==> src/hdl/hptw_pkg.sv <==
// ----------------------------------------------------------------------------
// hptw_pkg
// Shared constants, codes and types of the page table walker.
// ----------------------------------------------------------------------------
package hptw_pkg;

	localparam int OFFSET_BITS = 4;
	localparam int LEVELS      = 4;
	localparam int FRAMES      = 64;
	localparam int VADDR_BITS  = 20;

	localparam int PAGE_WORDS  = 1 << OFFSET_BITS;
	localparam int PN_BITS     = VADDR_BITS - OFFSET_BITS;
	localparam int LEVEL_BITS  = PN_BITS / LEVELS;
	localparam int FRAME_BITS  = $clog2(FRAMES);
	localparam int ADDR_BITS   = FRAME_BITS + OFFSET_BITS;
	localparam int DEPTH_BITS  = (LEVELS > 1) ? $clog2(LEVELS) : 1;
	localparam int MAX_RESULTS = 6;
	localparam int MAX_EVICT   = MAX_RESULTS - 2;
	localparam int NCNT_BITS   = 3;

	typedef enum logic [1:0] {
		KIND_EVICT   = 2'd0,
		KIND_RESTORE = 2'd1,
		KIND_XLATE   = 2'd2
	} kind_t;

	typedef enum logic [1:0] {
		MODE_EMPTY  = 2'd0,
		MODE_MAX    = 2'd1,
		MODE_VICT   = 2'd2,
		MODE_UNLINK = 2'd3
	} mode_t;

	typedef enum logic [2:0] {
		D_IDLE,
		D_RD,
		D_EVAL,
		D_POST,
		D_NEXT,
		D_NODE,
		D_FIN
	} dfs_state_t;

	typedef enum logic [4:0] {
		W_INIT,
		W_IDLE,
		W_RD,
		W_CHK,
		W_EMPTY_GO,
		W_EMPTY_WT,
		W_MAX_GO,
		W_MAX_WT,
		W_VICT_GO,
		W_VICT_WT,
		W_EVICT,
		W_UNL_GO,
		W_UNL_WT,
		W_ALLOC,
		W_CLR,
		W_LINK,
		W_RESTORE,
		W_XLATE,
		W_FAIL
	} walk_state_t;

	typedef struct packed {
		logic                  rd;
		logic                  wr;
		logic [ADDR_BITS-1:0]  addr;
		logic [FRAME_BITS-1:0] wdata;
	} mem_req_t;

	typedef struct packed {
		logic                  start;
		mode_t                 mode;
		logic [FRAME_BITS-1:0] target;
		logic [PN_BITS-1:0]    pn;
	} dfs_cmd_t;

	typedef struct packed {
		logic                  busy;
		logic                  done;
		logic                  found;
		logic [FRAME_BITS-1:0] frame;
		logic [FRAME_BITS-1:0] mx;
		logic                  vvalid;
		logic [FRAME_BITS-1:0] vframe;
		logic [PN_BITS-1:0]    vpage;
	} dfs_rsp_t;

endpackage

==> src/hdl/hptw_dfs.sv <==
// ----------------------------------------------------------------------------
// hptw_dfs
// Depth-first tree traversal engine over the table store, with a bounded
// stack: empty table search, highest frame, victim search and unlink.
// ----------------------------------------------------------------------------
module hptw_dfs
	import hptw_pkg::*;
(
	input  logic                  clk,
	input  logic                  arst_n,
	input  dfs_cmd_t              cmd,
	input  logic [FRAME_BITS-1:0] rdata,
	output mem_req_t              req,
	output dfs_rsp_t              rsp
);

	dfs_state_t state_q, state_d;

	logic [DEPTH_BITS-1:0]  dq_q;
	logic [FRAME_BITS-1:0]  fr_q [LEVELS];
	logic [OFFSET_BITS-1:0] of_q [LEVELS];
	logic                   hs_q [LEVELS];
	logic [FRAME_BITS-1:0]  en_q [LEVELS];

	mode_t                  mode_q;
	logic [FRAME_BITS-1:0]  target_q;
	logic [PN_BITS-1:0]     pn_q;
	logic                   found_q;
	logic [FRAME_BITS-1:0]  frame_q;
	logic [FRAME_BITS-1:0]  mx_q;
	logic [PN_BITS:0]       best_q;
	logic                   vvalid_q;
	logic [FRAME_BITS-1:0]  vframe_q;
	logic [PN_BITS-1:0]     vpage_q;

	logic [DEPTH_BITS-1:0]  dq_up;
	logic [PN_BITS-1:0]     value;
	logic [PN_BITS-1:0]     diff;
	logic [PN_BITS:0]       wrap;
	logic [PN_BITS:0]       cyc_dist;
	logic                   path_match;
	logic                   at_leaf;
	logic                   last_off;

	assign dq_up    = dq_q + DEPTH_BITS'(1);
	assign at_leaf  = (dq_q == DEPTH_BITS'(LEVELS - 1));
	assign last_off = (of_q[dq_q] == OFFSET_BITS'(PAGE_WORDS - 1));

	always_comb begin
		value = '0;
		for (int l = 0; l < LEVELS; l++) begin
			value = PN_BITS'({value, of_q[l][LEVEL_BITS-1:0]});
		end
	end

	always_comb begin
		diff     = (pn_q > value) ? (pn_q - value) : (value - pn_q);
		wrap     = {1'b1, {PN_BITS{1'b0}}} - {1'b0, diff};
		cyc_dist = (wrap < {1'b0, diff}) ? wrap : {1'b0, diff};
	end

	always_comb begin
		path_match = 1'b1;
		for (int l = 0; l < LEVELS; l++) begin
			if (l < int'(dq_q) &&
			    of_q[l][LEVEL_BITS-1:0] != pn_q[(LEVELS-1-l)*LEVEL_BITS +: LEVEL_BITS]) begin
				path_match = 1'b0;
			end
		end
	end

	always_ff @(posedge clk or negedge arst_n) begin
		if (!arst_n) begin
			state_q <= D_IDLE;
		end else begin
			state_q <= state_d;
		end
	end

	always_comb begin
		state_d   = state_q;
		req       = '0;
		req.addr  = {fr_q[dq_q], of_q[dq_q]};
		unique case (state_q)
			D_IDLE: begin
				if (cmd.start) state_d = D_RD;
			end
			D_RD: begin
				req.rd  = 1'b1;
				state_d = D_EVAL;
			end
			D_EVAL: begin
				if (rdata == '0) state_d = D_NEXT;
				else if (!at_leaf) state_d = D_RD;
				else state_d = D_POST;
			end
			D_POST: begin
				req.wr  = (mode_q == MODE_UNLINK) && (en_q[dq_q] == target_q);
				state_d = D_NEXT;
			end
			D_NEXT: begin
				state_d = last_off ? D_NODE : D_RD;
			end
			D_NODE: begin
				if ((mode_q == MODE_EMPTY && !hs_q[dq_q] && !path_match) || dq_q == '0) begin
					state_d = D_FIN;
				end else begin
					state_d = D_POST;
				end
			end
			D_FIN: begin
				state_d = D_IDLE;
			end
			default: state_d = D_IDLE;
		endcase
	end

	always_ff @(posedge clk) begin
		case (state_q)
			D_IDLE: begin
				if (cmd.start) begin
					mode_q   <= cmd.mode;
					target_q <= cmd.target;
					pn_q     <= cmd.pn;
					dq_q     <= '0;
					fr_q[0]  <= '0;
					of_q[0]  <= '0;
					hs_q[0]  <= 1'b0;
					found_q  <= 1'b0;
					mx_q     <= '0;
					best_q   <= '0;
					vvalid_q <= 1'b0;
				end
			end
			D_EVAL: begin
				en_q[dq_q] <= rdata;
				if (rdata != '0) begin
					hs_q[dq_q] <= 1'b1;
					if (mode_q == MODE_MAX && rdata > mx_q) mx_q <= rdata;
					if (!at_leaf) begin
						dq_q        <= dq_up;
						fr_q[dq_up] <= rdata;
						of_q[dq_up] <= '0;
						hs_q[dq_up] <= 1'b0;
					end else if (mode_q == MODE_VICT && cyc_dist > best_q) begin
						best_q   <= cyc_dist;
						vpage_q  <= value;
						vframe_q <= rdata;
						vvalid_q <= 1'b1;
					end
				end
			end
			D_NEXT: begin
				if (!last_off) of_q[dq_q] <= of_q[dq_q] + OFFSET_BITS'(1);
			end
			D_NODE: begin
				if (mode_q == MODE_EMPTY && !hs_q[dq_q] && !path_match) begin
					found_q <= 1'b1;
					frame_q <= fr_q[dq_q];
				end else if (dq_q != '0) begin
					dq_q <= dq_q - DEPTH_BITS'(1);
				end
			end
			default: ;
		endcase
	end

	always_comb begin
		rsp.busy   = (state_q != D_IDLE);
		rsp.done   = (state_q == D_FIN);
		rsp.found  = found_q;
		rsp.frame  = frame_q;
		rsp.mx     = mx_q;
		rsp.vvalid = vvalid_q;
		rsp.vframe = vframe_q;
		rsp.vpage  = vpage_q;
	end

endmodule

==> config.mk <==
export PLATFORM = sky130hd
export DESIGN_NAME = hptw_dfs
export DESIGN_NICKNAME = d
export VERILOG_FILES = /design/src/hdl/hptw_pkg.sv /design/src/hdl/hptw_dfs.sv
export SDC_FILE = /design/constraint.sdc
export NUM_CORES = 1
export LEC_CHECK = 0
export ABC_AREA = 0
export BUFFER_PORTS_ARGS = -buffer_cell sky130_fd_sc_hd__buf_2
export CORE_UTILIZATION = 55
export DETAILED_ROUTE_END_ITERATION = 8
export PLACE_DENSITY = 0.75
export SLEW_MARGIN = 15
export SYNTH_ARGS = -nofsm -noshare
export SYNTH_HDL_FRONTEND = slang
export SYNTH_SLANG_ARGS = --single-unit
==> constraint.sdc <==
create_clock -name clk -period 14.2 [get_ports clk]
set_input_delay 2.84 -clock clk [delete_from_list [all_inputs] [get_ports clk]]
set_output_delay 2.84 -clock clk [all_outputs]
set_load 0.02 [all_outputs]
==> flow_summary.yaml, run 1 <==
outcome:
  status: "finished, final reports clean"
clock_network:
  clk_path_buf_depth: 2
  clk_pin_slew_ns: 0.07
  cts.htree.levels: 4
  holdBufCountCts: 0
  clock_latency_ns: 0.44
  cts_setup_buffers: 0
  ctsRootBufferMaster: "clkbuf_16"
  cts.repair.resized: 0
  cts_tree: "yes"
  cts_made_buffers: 17
  cts.sinks: 152
synthesis:
  ys_types: 80
  synth_top_area_cell: "edfxtp_1"
  synth_top_family_by_area: "simple AND/OR/NAND/NOR gates"
  netlist.area_leader.share_pct: 47.58
  synth_flop_cell: "edfxtp_1"
  syn_inst: 786
  synth_sequential_area_ratio_pct: 49.74
  yosys_warnings: 0
  synthSimpleGateAreaFrac_pct: 13.85
  synth_area_per_cell_um2: 11.48
  synth_enable_flop_cells: 143
  synthXorXnorAreaFrac_pct: 2.398
  synth_top_cells_by_count: "143 x edfxtp_1, 74 x inv_1, 71 x ha_1"
  synthAdderAreaFrac_pct: 10.29
  async_reset_ff_share_pct: 1.974
  synthTopCellsByArea: "edfxtp_1 48%, ha_1 9.8%, mux4_2 4.2%, inv_1 3.1%, a21oi_1 2.7%"
  synthMuxAreaShare_pct: 5.254
  yosysMostFrequentCell: "edfxtp_1"
  synth_compound_area_share_pct: 13.27
  synth_seq_cells: 152
  syn_area_mm2: 0.009025
timing:
  fin_crit_ns: 8.053
  finalSetupViolations: 0
  relSlewSlack_pct: 23.44
  rsz0062_at_grt: "no"
  slew_violations: 0
  setup_tns_ns: 0
  finalHoldViolations: 0
  skew_ns: 0.01451
  worstMarginPinSlew_ns: 1.147
  fmax_ghz: 0.1242
  fin_hold_ws_ns: 0.5034
  timing.final.crit_share_pct: 56.71
  worst_slack_ns: 6.147
setup_path:
  cp-start-kind: "register"
  cp_max_fo: 14
  rrSetupSlack_ns: 6.15
  crit_path_start: "of_q[2][3]$_DFFE_PP_"
  crit-reg2reg-launch: "of_q[2][3]$_DFFE_PP_"
  worstRegToRegCells: 30
  cp_data_arrival_time_ns: 8.23
  crit_top_cell: "o21a_1"
  crit_end: "best_q[10]$_SDFFCE_PN0P_"
  critPathKind: "register to register"
  cp-end-kind: "register"
  required_ns: 14.37
  timing.rr.end: "best_q[10]$_SDFFCE_PN0P_"
  cp_slowest_cell: "ha_1"
  max_stage_delay_ns: 0.59
finish:
  drive_above_1_share_pct: 18.34
  nNetsFinal: 971
  final_area_mm2: 0.01018
  fill_cells: 1255
  antenna_cells: 0
  area_growth_pct: 12.80
drt:
  route.detailed.drc: 0
  first_pass_iters: 5
  dr_total_vias: 6500
  drt_iter0_markers: 522
  ant_nets: 0
  routed_wl_mm: 20.87
  wl_per_cell_um: 19.08
  avgViaCountPerCell: 5.941
global_route:
  grt_start_max_net_pins: 25
  antenna_found_initial: 0
  grt_use_total_pct: 26.31
  grt_pass1_wl_mm: 33.09
  grt_pass1_vias: 6370
  grt.overflow.total: 0
place:
  dp_hpwl_mm: 15.31
  dp_slack_ns: 6.293
  placed_cell_area_mm2: 0.009592
  io_buffers: 82
  gp_congestion: 0.9428
min_path:
  hold_path.class: "register to register"
die:
  coreArea_mm2: 0.01594
  fp.dieArea_mm2: 0.01692
  io_pins: 89
  num_rows: 46
  die_h_um: 130.1
  initial_core_util_pct: 56.61
  dieWidth_um: 130.1
flow_run:
  drv_cap: 0
[area by class of cell]
class | count | area (um^2) | area share [%]
clock buffers | 18 | 429.2 | 4.216
clock inverters | 14 | 158.9 | 1.561
inverters | 74 | 277.8 | 2.729
multi-input cells | 532 | 4099 | 40.27
flip-flops and latches | 152 | 4489 | 44.10
well taps | 216 | 270.3 | 2.655
repair buffers | 88 | 455.4 | 4.474
[layout by cell type (no fill, tap or decap), drive strengths merged, types with 9 or more instances in the layout]
master	instances
clkbuf	18
inv	81
a21o	12
nor2	39
xor2	12
ha	71
o21a	20
nand3	29
nand4	16
and3	21
and2	22
xnor2	10
o21ai	40
edfxtp	143
nand2b	9
nand2	41
buf	88
a21oi	50
mux4	17
nor3	15
[state kept, by name, summed over array words and instances (netlist names), 16 cells and up, named ones only]
register,count
vpage_q,16
fr_q,24
of_q,16
best_q,17
en_q,24
pn_q,16
[worst max-delay path, delay by kind of cell, from the launching register on]
| family | cells | cell delay [ns] |
|---|---|---|
| xor gates and xnor gates | 2 | 0.73 |
| AOI/OAI and AO/OA | 12 | 2.33 |
| adders and majority gates | 3 | 1.25 |
| DFF | 1 | 0.46 |
| buffers and inverters | 1 | 0.26 |
| muxes | 1 | 0.39 |
| and+or+nand+nor | 11 | 2.40 |
[metal layers]
| layer | share of wire, % | wire [um] | global-route usage, % | vias up |
|---|---|---|---|---|
| li1 | - | - | - | 3075 |
| met1 | 43 | 8915 | 33.68 | 3151 |
| met2 | 49 | 10160 | 43.55 | 229 |
| met3 | 5.9 | 1232 | 5.043 | 45 |
| met4 | 2.7 | 568 | 11.70 | 0 |
| met5 | 0 | 0 | 0 | - |
[kinds of logic (layout without fill, tap and decap cells)]
| kind of cell | after synthesis | count (layout) |
|---|---|---|
| buffers and inverters | 109 | 194 |
| AOI/OAI and AO/OA | 177 | 177 |
| and+or+nand+nor | 225 | 225 |
| adders and majority gates | 73 | 73 |
| DFF | 152 | 152 |
| muxes | 26 | 26 |
| other | 1 | 8 |
| xor gates and xnor gates | 23 | 23 |
[worst min path at each step]
stage | start | end | cells past startpoint | slack, ns
after floorplan | of_q[0][3]$_DFFE_PP_ | vpage_q[15]$_DFFE_PP_ | 0 | 0.44
after global placement | hs_q[2]$_SDFFE_PP0P_ | hs_q[2]$_SDFFE_PP0P_ | 2 | 0.47
after detailed placement | hs_q[2]$_SDFFE_PP0P_ | hs_q[2]$_SDFFE_PP0P_ | 2 | 0.48
after CTS | hs_q[2]$_SDFFE_PP0P_ | hs_q[2]$_SDFFE_PP0P_ | 2 | 0.50
after global routing | hs_q[2]$_SDFFE_PP0P_ | hs_q[2]$_SDFFE_PP0P_ | 2 | 0.53
final | hs_q[2]$_SDFFE_PP0P_ | hs_q[2]$_SDFFE_PP0P_ | 2 | 0.50
[stage by stage]
stage          utilization (%)  std cells
5_1_grt                  63.85       1094
3_5_place_dp             60.16       1062
3_3_place_gp             60.16       1062
4_1_cts                  63.85       1094
6_report                 63.85       1094
2_1_floorplan                -        793
Power of run 1 is not shown: default switching activity piles up to over one toggle a cycle in this logic, so the estimate is an artifact.
==> inputs of run 2 (changes only) <==
==> constraint.sdc (replaced) <==
create_clock -name clk -period 8.3 [get_ports clk]
set_input_delay 1.66 -clock clk [delete_from_list [all_inputs] [get_ports clk]]
set_output_delay 1.66 -clock clk [all_outputs]
set_load 0.02 [all_outputs]
==> run 2 against run 1 <==
  * Critical path type unchanged
  * Largest cell class unchanged
  * Design area increased by 0.64%
  * Die area did not move
  * Hold slack is essentially flat
  * Fmax rose by 1.6%
  * Register-to-register slack worse by 5.8 ns
  * Utilization is 0.41 points higher
  * Highest routed layer unchanged
==> flow_summary.yaml, run 2 (synthesized netlist as in run 1, its figures left out) <==
timing:
  fin_crit_ns: 7.923
  slew_violations: 0
  finalHoldViolations: 0
  finalSetupViolations: 0
  worstMarginPinSlew_ns: 1.104
  relSlewSlack_pct: 26.31
  fmax_ghz: 0.1262
  timing.final.crit_share_pct: 95.45
  setup_tns_ns: 0
  skew_ns: 0.01233
die:
  dieWidth_um: 130.1
  die_h_um: 130.1
  initial_core_util_pct: 56.61
  fp.dieArea_mm2: 0.01692
  io_pins: 89
  num_rows: 46
  coreArea_mm2: 0.01594
setup_path:
  required_ns: 8.47
  crit_top_cell: "o21a_1"
  cp_data_arrival_time_ns: 8.09
  crit_path_start: "of_q[1][2]$_DFFE_PP_"
  crit-reg2reg-launch: "of_q[1][2]$_DFFE_PP_"
  worstRegToRegCells: 30
  critPathKind: "register to register"
  cp_max_fo: 14
  cp-end-kind: "register"
  rrSetupSlack_ns: 0.38
  crit_end: "best_q[13]$_SDFFCE_PN0P_"
  timing.rr.end: "best_q[13]$_SDFFCE_PN0P_"
  cp_slowest_cell: "ha_2"
  cp-start-kind: "register"
  max_stage_delay_ns: 0.52
global_route:
  grt_use_total_pct: 26.50
  grt_pass1_vias: 6396
  antenna_found_initial: 0
  grt_pass1_wl_mm: 33.24
  grt_start_max_net_pins: 25
  grt.overflow.total: 0
finish:
  area_growth_pct: 13.52
  antenna_cells: 0
  nNetsFinal: 977
  drive_above_1_share_pct: 20.50
  regArea_mm2: 0.004489
  reg_top3: "en_q (24), fr_q (24), best_q (17)"
  fill_cells: 1225
  final_common_cell: "edfxtp_1"
  multi_input_area_mm2: 0.004144
  final_cell_mix: "143 x edfxtp_1, 82 x buf_2, 74 x inv_1"
clock_network:
  clk_path_buf_depth: 2
  cts_made_buffers: 17
  holdBufCountCts: 0
  ctsRootBufferMaster: "clkbuf_16"
  cts.sinks: 152
  cts_tree: "yes"
  clk_pin_slew_ns: 0.07
  clock_latency_ns: 0.43
  cts.htree.levels: 4
place:
  dp_hpwl_mm: 15.74
  io_buffers: 82
  gp_congestion: 0.9476
outcome:
  status: "finished, final reports clean"
drt:
  avgViaCountPerCell: 6.091
  first_pass_iters: 5
  route.detailed.drc: 0
  drt_iter0_markers: 517
  dr_total_vias: 6694
  routed_wl_mm: 21.43
  ant_nets: 0
  wl_per_cell_um: 19.50
min_path:
  hold_path.class: "register to register"
  hold_depth: 2
flow_run:
  drv_cap: 0
run 2: per-layer routing:
metal  vias to the layer above  GRT usage (%)  routed length, um
met3                        43          5.494               1395
met1                      3282          34.91               9207
met2                       285          42.77              10340
li1                       3084              -                  -
met5                         -              0                  0
met4                         0          11.15                483
run 2: final cells by class:
cell class                 instances  share of cell area [%]
clock buffer                      17                   4.152
clock inverter                    14                   1.343
inverter                          74                   2.711
multi-input combinational        532                   40.45
sequential                       152                   43.82
tap                              216                   2.638
timing repair buffer              94                   4.885
run 2: repair_timing:
| item | 4_1_cts | 5_1_grt |
|---|---|---|
| gates resized for setup | 0 | 14 |
| buffers inserted | 0 | 2 |
| setup endpoints to repair | 0 | 40 |
run 2: metrics by stage:
stage               worst slack [ns]  hold slack (ns)  util [%]  cell area, um^2  instances
detailed placement            0.2995           0.4856     60.35             9622       1066
global route              -0.0007843           0.5420     64.26            10240       1099
finish                        0.3775           0.5034     64.26            10240       1099
floorplan                     0.6467           0.4450         -             9051        793
global placement              0.5140           0.4699     60.35             9622       1066
CTS                           0.2481           0.4989     63.88            10180       1097
run 2: worst min path at each step:
stage,start,slack (ns),to
after floorplan,of_q[0][3]$_DFFE_PP_,0.44,vpage_q[15]$_DFFE_PP_
after global placement,hs_q[2]$_SDFFE_PP0P_,0.47,hs_q[2]$_SDFFE_PP0P_
after detailed placement,hs_q[3]$_SDFFE_PP0P_,0.49,hs_q[3]$_SDFFE_PP0P_
after CTS,hs_q[2]$_SDFFE_PP0P_,0.50,hs_q[2]$_SDFFE_PP0P_
after global routing,hs_q[3]$_SDFFE_PP0P_,0.54,hs_q[3]$_SDFFE_PP0P_
final,hs_q[2]$_SDFFE_PP0P_,0.50,hs_q[2]$_SDFFE_PP0P_
run 2: critical path: cells and delay by family (launching register included):
family / cells / cell delay (ns)
adder cells (fa/ha/maj): 3 / 1.19
AND/OR/NAND/NOR: 12 / 2.93
AO/OA/AOI/OAI: 13 / 2.47
XOR/XNOR: 1 / 0.32
flip-flops: 1 / 0.48
buffers and inverters: 1 / 0.26
Power of run 2 is left out for the same reason.
